$ cat config.mk
export PLATFORM = sky130hd
export DESIGN_NAME = bf2d_ctrl
export DESIGN_NICKNAME = d
export VERILOG_FILES = /design/src/rtl/bf2d_pkg.sv /design/src/rtl/bf2d_ctrl.sv
export SDC_FILE = /design/constraint.sdc
export NUM_CORES = 1
export LEC_CHECK = 0
export BUFFER_PORTS_ARGS = -buffer_cell sky130_fd_sc_hd__buf_2
export CAP_MARGIN = 20
export CORE_AREA = 2 2 39 41
export CTS_CLUSTER_SIZE = 20
export DETAILED_ROUTE_END_ITERATION = 6
export DIE_AREA = 0 0 41 43
export GPL_ROUTABILITY_DRIVEN = 0
export HOLD_SLACK_MARGIN = 0.15
export MAX_ROUTING_LAYER = met4
export SYNTH_ARGS = -nofsm -noshare
export SYNTH_HDL_FRONTEND = slang
export SYNTH_SLANG_ARGS = --single-unit
$ cat constraint.sdc
create_clock -name clk -period 4.1 [get_ports clk]
set_clock_uncertainty 0.1 [all_clocks]
set_input_delay 0.82 -clock clk [delete_from_list [all_inputs] [get_ports clk]]
set_output_delay 0.82 -clock clk [all_outputs]
set_load 0.01 [all_outputs]
$ cat src/rtl/bf2d_pkg.sv
// Shared types and constants for the 2D box filter.
// No dependencies.
`timescale 1ns / 1ps
package bf2d_pkg;
	localparam int MaxWidth  = 1024;
	localparam int MaxHeight = 1024;
	localparam int MaxKernel = 7;
	localparam int NLines    = MaxKernel - 1;
	localparam int ColW      = $clog2(MaxWidth);
	localparam int RowW      = $clog2(MaxHeight);
	localparam int LineDepth = NLines * MaxWidth;
	localparam int LineAw    = $clog2(LineDepth);
	localparam int SumW      = 14;

	localparam logic [1:0] RegWidth  = 2'd0;
	localparam logic [1:0] RegHeight = 2'd1;
	localparam logic [1:0] RegKernel = 2'd2;

	typedef struct packed {
		logic [7:0] pixel;
		logic       frame_start;
	} in_item_t;

	typedef struct packed {
		logic [7:0]      value;
		logic [ColW-1:0] out_col;
		logic [RowW-1:0] out_row;
		logic            is_filtered;
		logic            last;
	} out_item_t;

	// controller -> datapath
	typedef struct packed {
		logic load;     // capture input and position
		logic fetch;    // issue line reads, row index in rd_row
		logic [2:0] rd_row;
		logic shift;    // shift window, write line store
		logic calc;     // compute sum and mean
	} dp_cmd_t;

	// reciprocal of K*K, scaled by 2^21, rounded up; exact for every window sum
	function automatic logic [21:0] recip(input logic [2:0] k);
		case (k)
			3'd1:    recip = 22'd2097152;
			3'd3:    recip = 22'd233017;
			3'd5:    recip = 22'd83887;
			3'd7:    recip = 22'd42800;
			default: recip = 22'd2097152;
		endcase
	endfunction
endpackage

$ cat src/rtl/bf2d_ctrl.sv
// Controller: sequences line reads, window shift, mean and output.
// Depends on bf2d_pkg.
`timescale 1ns / 1ps
module bf2d_ctrl (
	input  logic                clk,
	input  logic                arst_n,
	input  logic                in_valid,
	output logic                in_ready,
	output logic                out_valid,
	input  logic                out_ready,
	output logic                out_sel,  // 0 mean, 1 copy
	input  logic                res_int,
	input  logic                res_border,
	output bf2d_pkg::dp_cmd_t   cmd
);
	import bf2d_pkg::*;

	typedef enum logic [2:0] {
		IDLE, FETCH, DRAIN, SHIFT, CALC, EMIT_MEAN, EMIT_COPY
	} state_t;

	state_t     state_q;
	logic [2:0] cnt_q;

	assign in_ready  = (state_q == IDLE);
	assign out_valid = (state_q == EMIT_MEAN) || (state_q == EMIT_COPY);
	assign out_sel   = (state_q == EMIT_COPY);

	always_comb begin
		cmd = '0;
		cmd.load   = in_valid && in_ready;
		cmd.fetch  = (state_q == FETCH);
		cmd.rd_row = cnt_q;
		cmd.shift  = (state_q == SHIFT);
		cmd.calc   = (state_q == CALC);
	end

	// step through one item
	always_ff @(posedge clk or negedge arst_n) begin
		if (!arst_n) begin
			state_q <= IDLE;
			cnt_q   <= '0;
		end else begin
			case (state_q)
				IDLE: if (in_valid) begin
					state_q <= FETCH;
					cnt_q   <= '0;
				end
				FETCH: begin
					if (cnt_q == 3'(NLines - 1)) state_q <= DRAIN;
					else cnt_q <= cnt_q + 1'b1;
				end
				DRAIN: state_q <= SHIFT;
				SHIFT: state_q <= CALC;
				// a pixel that closes no window and is not a border pixel has no result
				CALC: state_q <= res_int ? EMIT_MEAN : (res_border ? EMIT_COPY : IDLE);
				EMIT_MEAN: if (out_ready) state_q <= res_border ? EMIT_COPY : IDLE;
				EMIT_COPY: if (out_ready) state_q <= IDLE;
				default: state_q <= IDLE;
			endcase
		end
	end
endmodule

Word level (Yosys, flattened, before mapping)

Cells that the tools add are included.

Flip-flop bits (word level): 6
Bits of input ports: 6
Output and inout port bits: 10
Logic and storage cells: 31

Add/subtract/negate cells: 1
Equal/unequal tests: 12
Mux-type cells: 10
Reductions and logical operators: 6

Operator list:

| cell                                                                     | count |
|---|---|
| 3-bit two-way mux                                                        | 8 |
| 3-bit one-hot mux with 7 select lines                                    | 1 |
| 3-bit == test (second input constant)                                    | 4 |
| 2-bit inequality test (second input constant)                            | 4 |
| 3-bit by 2-bit == test with 1-bit output (second input constant)         | 2 |
| 3-bit one-hot mux with 2 select lines                                    | 1 |
| 4-bit AND reduction                                                      | 1 |
| 3-bit by 1-bit adder with 3-bit output (second input constant)           | 1 |
| 3-bit by 1-bit == test with 1-bit output (second input constant)         | 1 |
| 3-bit logical NOT                                                        | 1 |
| 3-bit AND reduction                                                      | 1 |
| 2-bit by 1-bit inequality test with 1-bit output (second input constant) | 1 |
| 2-bit nonzero test                                                       | 1 |
| 1-bit logical AND                                                        | 1 |
| 1-bit logical OR                                                         | 1 |

Logic depth before layout (Yosys ltp)

Gate-level depths: netlist (run 1).

Depth after elaboration: 3
Mapped depth: 5
Depth with buffers taken out: 5

Worst setup path before layout (run 1)

OpenSTA, ideal clock, no wires.

Path type: input to output
Start: in in_valid
End: out cmd[6] (netlist bit)
Arrival: 1155 ps
Required time: 3180 ps
Path slack: 2025 ps
Stages on the path: 2
Path buffers: 0
Path through: inv_1 -> nor3_1

RTL lines:

| element         | RTL line        | source |
|---|---|---|
| start, declared | bf2d_ctrl.sv:7  | `input logic in_valid,` |
| end, declared   | bf2d_ctrl.sv:14 | `output bf2d_pkg::dp_cmd_t cmd` |

==> summary.txt, run 1 <==
Floorplanning
  – Die area: 1760 µm²
  – Number of cell rows: 14
  – Initial core utilization: 34.0%
  – Die Y: 43 µm
  – Top Ports: 16
  – Core area: 1380 µm²
  – Die span in x: 41 µm

Setup path
  – Reg-to-reg startpoint: state_q[2]$_DFFE_PN0P_
  – Crit path kind: reg -> out
  – WP buf/inv: 1
  – CP required: 3.18 ns
  – Top delay family on crit path: simple AND/OR/NAND/NOR gates
  – Reg-to-reg slack, setup: 2.70 ns
  – Max FO, Critical Path: 12
  – Critical Path Start Type: flop
  – Critical path data arrival time: 1.39 ns
  – Critical R2R Capture: cnt_q[2]$_DFFE_PN0P_
  – Nature of the critical path endpoint: output pin
  – Max incr delay on CP: 0.48 ns
  – Crit-path slowest cell: dfrtp_1
  – Worst Reg-to-Reg Cells: 3
  – CP cell instances: or2_1 > nor3_1 > buf_2

Clocking
  – Post-cts sizing count: 0
  – H-tree depth: 1
  – Clk sink count: 6
  – Root Buffer: clkbuf_4
  – TritonCTS Buffers: 3
  – Clk_lat worst skew: 0.23 ns
  – Post-CTS Hold Buffers: 0
  – CTS max path bufs: 2
  – Post-CTS Setup Inserts: 0
  – CTS clock-pin slew for the worst setup and hold paths: 0.04 ns
  – CTS tree: done

Global routing
  – Initial antenna violation count: 0
  – Total GRT Usage: 13.1%
  – Largest net degree at the start of global routing: 15
  – First-pass GRT wire length: 1500 µm
  – GRT overflow: 0
  – Vias in the first global route: 400

Layout
  – Fin area: 567 µm²
  – Share of cells above drive strength 1: 28.4%
  – Diodes inserted: 0
  – # nets final: 84
  – Synthesis-to-finish area growth: 20.5%

Pwr
  – Leakage Power: 0.276 nW
  – Maximum vdd drop: 0.231 mV
  – Pwr Total: 0.413 mW
  – Power Density: 729 nW/µm²

Synth
  – Mapped cell area: 470 µm²
  – Mapped Cells: 59
  – Post-synthesis sequential area ratio: 31.9%
  – Post-Syn Nets: 67
  – Yosys Warn Count: 0
  – Post-synthesis average cell area: 7.97 µm²
  – Seq cells post-synth: 6
  – Synth cell types: 25

Run
  – Number of max-cap violations: 0

Route
  – Initial drt markers: 1
  – Final WL: 934 µm
  – Post-route ant nets: 0
  – Vias after detailed routing: 448
  – Via density per instance: 4.98
  – First-pass DRT Iterations: 4
  – WL per Instance: 10.4 µm
  – DRC viols: 0

Timing
  – Final max-slew violation count: 0
  – # setup viols final: 0
  – Worst rel slew slack: 73.4%
  – F_max: 432 MHz
  – Final hold vios: 0
  – Unrepaired setup endpoints after global routing: false
  – Setup tns final: 0 ns
  – Worst-Margin Slew: 0.398 ns
  – Fin crit period: 2.31 ns
  – Final worst-path cycle share: 56.4%

Place
  – Post-Place Cell Area: 544 µm²
  – DP HPWL: 738 µm
  – Port buffer count: 15

Hold path
  – Hold Path Class: in -> async

Status
  – Status: complete, no violations
-- cells by family after synthesis --
group | after synthesis | synth area share [%]
AND/OR/NAND/NOR | 28 | 28.2
flip-flops | 6 | 31.9
buffers and inverters | 7 | 7.71
AO/OA/AOI/OAI | 15 | 24.7
adder cells (fa/ha/maj) | 2 | 5.32
multiplexers | 1 | 2.13
-- worst reg2reg max path: stages, from the launching register on --
cell and delay [ns]:
dfrtp_1 0.52, or2_1 0.31, o21ai_2 0.08, a221oi_2 0.28
-- where the power goes --
group	switching [mW]	internal, mW
combinational	0.123	0.0985
sequential	0.0549	0.0864
clock	0.0173	0.0328
-- stage by stage --
| step | util [%] | cells | hold slack, ns | setup slack, ns |
|---|---|---|---|---|
| finish | 41.0 | 90 | 0.296 | 1.79 |
| global route | 41.0 | 90 | 0.304 | 1.67 |
| CTS | 41.0 | 90 | 0.286 | 1.77 |
| detailed placement | 39.3 | 87 | 0.467 | 1.90 |
| global placement | 39.3 | 87 | 0.472 | 1.92 |
| floorplan | - | 59 | 0.424 | 2.02 |
-- worst max-delay path by stage --
| stage | end | cells past startpoint | from | slack, ns |
|---|---|---|---|---|
| 2_1_floorplan | cmd[6] | 2 | in_valid | 2.02 |
| 3_3_place_gp | cmd[6] | 4 | in_valid | 1.92 |
| 3_5_place_dp | cmd[6] | 4 | in_valid | 1.90 |
| 4_1_cts | out_valid | 4 | state_q[0]$_DFFE_PN0P_ | 1.77 |
| 5_1_grt | out_valid | 4 | state_q[0]$_DFFE_PN0P_ | 1.67 |
| 6_report | cmd[6] | 3 | state_q[2]$_DFFE_PN0P_ | 1.79 |
-- metal layers --
layer  track usage, %  up-vias  routed length, µm
met5                -        -                  0
met4             10.0        0                  0
met3             1.57        0                 37
met2             18.1        9                456
met1             16.6      202                440
li1                 -      237                  -
-- sequential cells by signal, summed over array words and instances (netlist names) --
signal,cells
cnt_q,3
state_q,3
-- synthesized netlist by cell type, drive strengths merged --
| library cell | count | share of area (%) |
|---|---|---|
| o32a | 1 | 2.1 |
| nor2 | 12 | 10 |
| a21oi | 1 | 1.1 |
| a221oi | 1 | 3.2 |
| buf | 3 | 4.5 |
| nand4b | 1 | 1.9 |
| o311ai | 3 | 5.6 |
| nor3 | 1 | 1.1 |
| a21boi | 3 | 4.8 |
| o32ai | 1 | 1.9 |
| nand2 | 8 | 6.4 |
| nand4 | 1 | 1.3 |
| or2 | 1 | 1.3 |
| o21ai | 5 | 6.1 |
| dfrtp | 6 | 32 |
| nor4b | 1 | 1.9 |
| nor2b | 2 | 2.7 |
| ha | 2 | 5.3 |
| inv | 4 | 3.2 |
| mux2i | 1 | 2.1 |
| or2b | 1 | 1.6 |
-- cell usage in the layout, fill, tap and decap left out, types with 2 or more instances in the layout --
cell / synthesis / layout
dfrtp_1: 6 / 6
clkbuf_4: 0 / 3
o311ai_1: 3 / 3
ha_1: 2 / 2
a21boi_0: 3 / 3
nand2_1: 8 / 8
o21ai_1: 3 / 3
nor2b_1: 2 / 2
inv_1: 4 / 4
nor2_1: 11 / 11
buf_2: 2 / 15
-- cell type report --
class	instances	area, µm²
Clock buffer	3	22.5
Multi-Input combinational cell	46	284
Tap cell	16	20.0
Inverter	4	15.0
Timing Repair Buffer	15	75.1
Sequential cell	6	150
Fill cell	156	817
Note: power is estimated with default switching activity, not from simulation.
==> run 2: changes to the inputs <==
- clock period: 4.1 -> 2.43 ns (I/O delays scaled with it)
==> run 2 against run 1 <==
Compared with the run above:
- global-route usage down 0.12 points
- combinational power increased by 71%
- flip-flop and latch count did not move
- die area did not move
- final cell count up 1.1%
- first-iteration DRC count rose to 6.0 times the previous value
- clock power grew 74%
- critical path depth unchanged
- register-to-register slack got worse by 1.7 ns
- wire length grew 4.2%
- utilization up 0.72 points
- critical endpoint unchanged
- largest cell class unchanged
- largest power group unchanged
==> summary.txt, run 2 (synthesized netlist as in run 1, its figures left out) <==
Floorplanning
  – Top Ports: 16 (unchanged)
  – Die span in x: 41 µm (unchanged)
  – Number of cell rows: 14 (unchanged)
  – Core area: 1380 µm² (unchanged)
  – Initial core utilization: 34.0% (unchanged)
  – Die Y: 43 µm (unchanged)
  – Die area: 1760 µm² (unchanged)

Layout
  – Largest regs: cnt_q x3, state_q x3
  – Layout fillers: 150 (-3.8%)
  – Diodes inserted: 0 (unchanged)
  – Synthesis-to-finish area growth: 22.6%
  – Share of cells above drive strength 1: 28.0% (-0.38 points)
  – Most frequent cells in the layout: buf_2 (15), nor2_1 (11), nand2_1 (8)
  – Most common cell after layout, fill and taps aside: buf_2
  – # nets final: 85 (+1.2%)

Pwr
  – Power Density: 1220 nW/µm² (+67%)
  – Maximum vdd drop: 0.435 mV (+88%)
  – Leakage Power: 0.280 nW (+1.5%)

Clocking
  – Clk_lat worst skew: 0.24 ns (about the same)
  – Post-CTS Setup Inserts: 0 (unchanged)
  – CTS max path bufs: 2 (unchanged)
  – TritonCTS Buffers: 3 (unchanged)
  – H-tree depth: 1 (unchanged)
  – Post-CTS Hold Buffers: 1 (+1)
  – Root Buffer: clkbuf_4
  – Clk sink count: 6 (unchanged)
  – Post-cts sizing count: 0 (unchanged)
  – CTS clock-pin slew for the worst setup and hold paths: 0.04 ns (about the same)
  – CTS tree: done

Timing
  – Worst rel slew slack: 73.8% (+0.38 points)
  – # setup viols final: 0 (unchanged)
  – Fin crit period: 1.99 ns
  – F_max: 503 MHz
  – Final worst-path cycle share: 81.8%
  – Unrepaired setup endpoints after global routing: false
  – Worst-Margin Slew: 0.393 ns (-0.00570 ns)
  – Final max-slew violation count: 0 (unchanged)
  – Setup WS post-layout: 0.443 ns (-1.34 ns)
  – Final hold vios: 0 (unchanged)
  – Setup tns final: 0 ns (unchanged)

Route
  – DRC viols: 0 (unchanged)
  – WL per Instance: 10.7 µm (+3.0%)
  – Final WL: 973 µm (+4.2%)
  – Initial drt markers: 6 (+5)
  – Post-route ant nets: 0 (unchanged)
  – First-pass DRT Iterations: 4 (unchanged)
  – Vias after detailed routing: 452 (+0.89%)
  – Via density per instance: 4.97 (-0.22%)

Setup path
  – Top delay family on crit path: simple AND/OR/NAND/NOR gates
  – CP required: 1.84 ns (-1.34 ns)
  – Critical path data arrival time: 1.40 ns (about the same)
  – Max incr delay on CP: 0.49 ns (about the same)
  – Critical Path Start Type: flop
  – Reg-to-reg slack, setup: 1.02 ns (-1.68 ns)
  – Max FO, Critical Path: 12 (unchanged)
  – WP buf/inv: 1 (unchanged)
  – Crit-path slowest cell: dfrtp_1
  – CP cell instances: or2_1 > nor3_1 > buf_2
  – Crit path kind: reg -> out
  – Nature of the critical path endpoint: output pin

Place
  – Port buffer count: 15 (unchanged)
  – Pre-CTS setup slack: 0.688 ns (-1.22 ns)
  – DP HPWL: 762 µm (+3.2%)

Global routing
  – Total GRT Usage: 13.0% (-0.12 points)
  – Vias in the first global route: 384 (-4.0%)
  – First-pass GRT wire length: 1480 µm (-1.4%)
  – Initial antenna violation count: 0 (unchanged)
  – GRT overflow: 0 (unchanged)
  – Largest net degree at the start of global routing: 15 (unchanged)

Run
  – Number of max-cap violations: 0 (unchanged)

Hold path
  – Hold Path Class: in -> reg

Status
  – Status: complete, no violations
[run 2: changes by cell type in the layout (fill, tap and decap cells not counted), sizes merged]
| cell | change |
|---|---|
| dlygate4sd3 | +1 |
[run 2: worst paths after layout]
kind,to,cells after the start,from
max,cmd[6],3,state_q[2]$_DFFE_PN0P_
min in group asynchronous,state_q[0]$_DFFE_PN0P_,2,arst_n
max reg2reg,state_q[1]$_DFFE_PN0P_,4,cnt_q[0]$_DFFE_PN0P_
min,state_q[2]$_DFFE_PN0P_,3,res_border
max in group asynchronous,cnt_q[1]$_DFFE_PN0P_,2,arst_n
min reg2reg,cnt_q[1]$_DFFE_PN0P_,2,cnt_q[1]$_DFFE_PN0P_
[run 2: power breakdown]
part	switching, mW	internal, mW
sequential	0.0908	0.146
clock	0.0314	0.0556
combinational	0.213	0.167
total	0.335	0.368
[run 2: metal layers]
| metal | track usage [%] | share of wire (%) | up-vias |
|---|---|---|---|
| met1 | 16.2 | 47 | 201 |
| met2 | 18.1 | 49 | 11 |
| met4 | 10.0 | 0 | 0 |
| met3 | 1.57 | 4.1 | 0 |
| li1 | - | - | 240 |
| met5 | - | 0 | - |
[run 2: area by class of cell]
| type | count | area (µm²) | share of cell area [%] |
|---|---|---|---|
| Timing Repair Buffer | 16 | 85.1 | 14.8 |
| Sequential cell | 6 | 150 | 26.0 |
| Multi-Input combinational cell | 46 | 284 | 49.2 |
| Inverter | 4 | 15.0 | 2.60 |
| Clock buffer | 3 | 22.5 | 3.90 |
| Tap cell | 16 | 20.0 | 3.47 |
[run 2: tightest hold or removal path, delay by kind of cell]
| family | cells | cell delay [ns] |
|---|---|---|
| buffers and inverters | 1 | 0.09 |
| AO/OA/AOI/OAI | 2 | 0.18 |
[run 2: metrics by stage]
| step | instance area, µm² | std cells | hold slack [ns] | power, mW | util (%) |
|---|---|---|---|---|---|
| finish | 577 | 91 | 0.456 | 0.704 | 41.7 |
| global route | 577 | 91 | 0.491 | 0.776 | 41.7 |
| CTS | 577 | 91 | 0.454 | 0.715 | 41.7 |
| detailed placement | 544 | 87 | 0.212 | 0.620 | 39.3 |
| global placement | 544 | 87 | 0.210 | 0.617 | 39.3 |
| floorplan | 470 | 59 | 0.0904 | 0.523 | - |
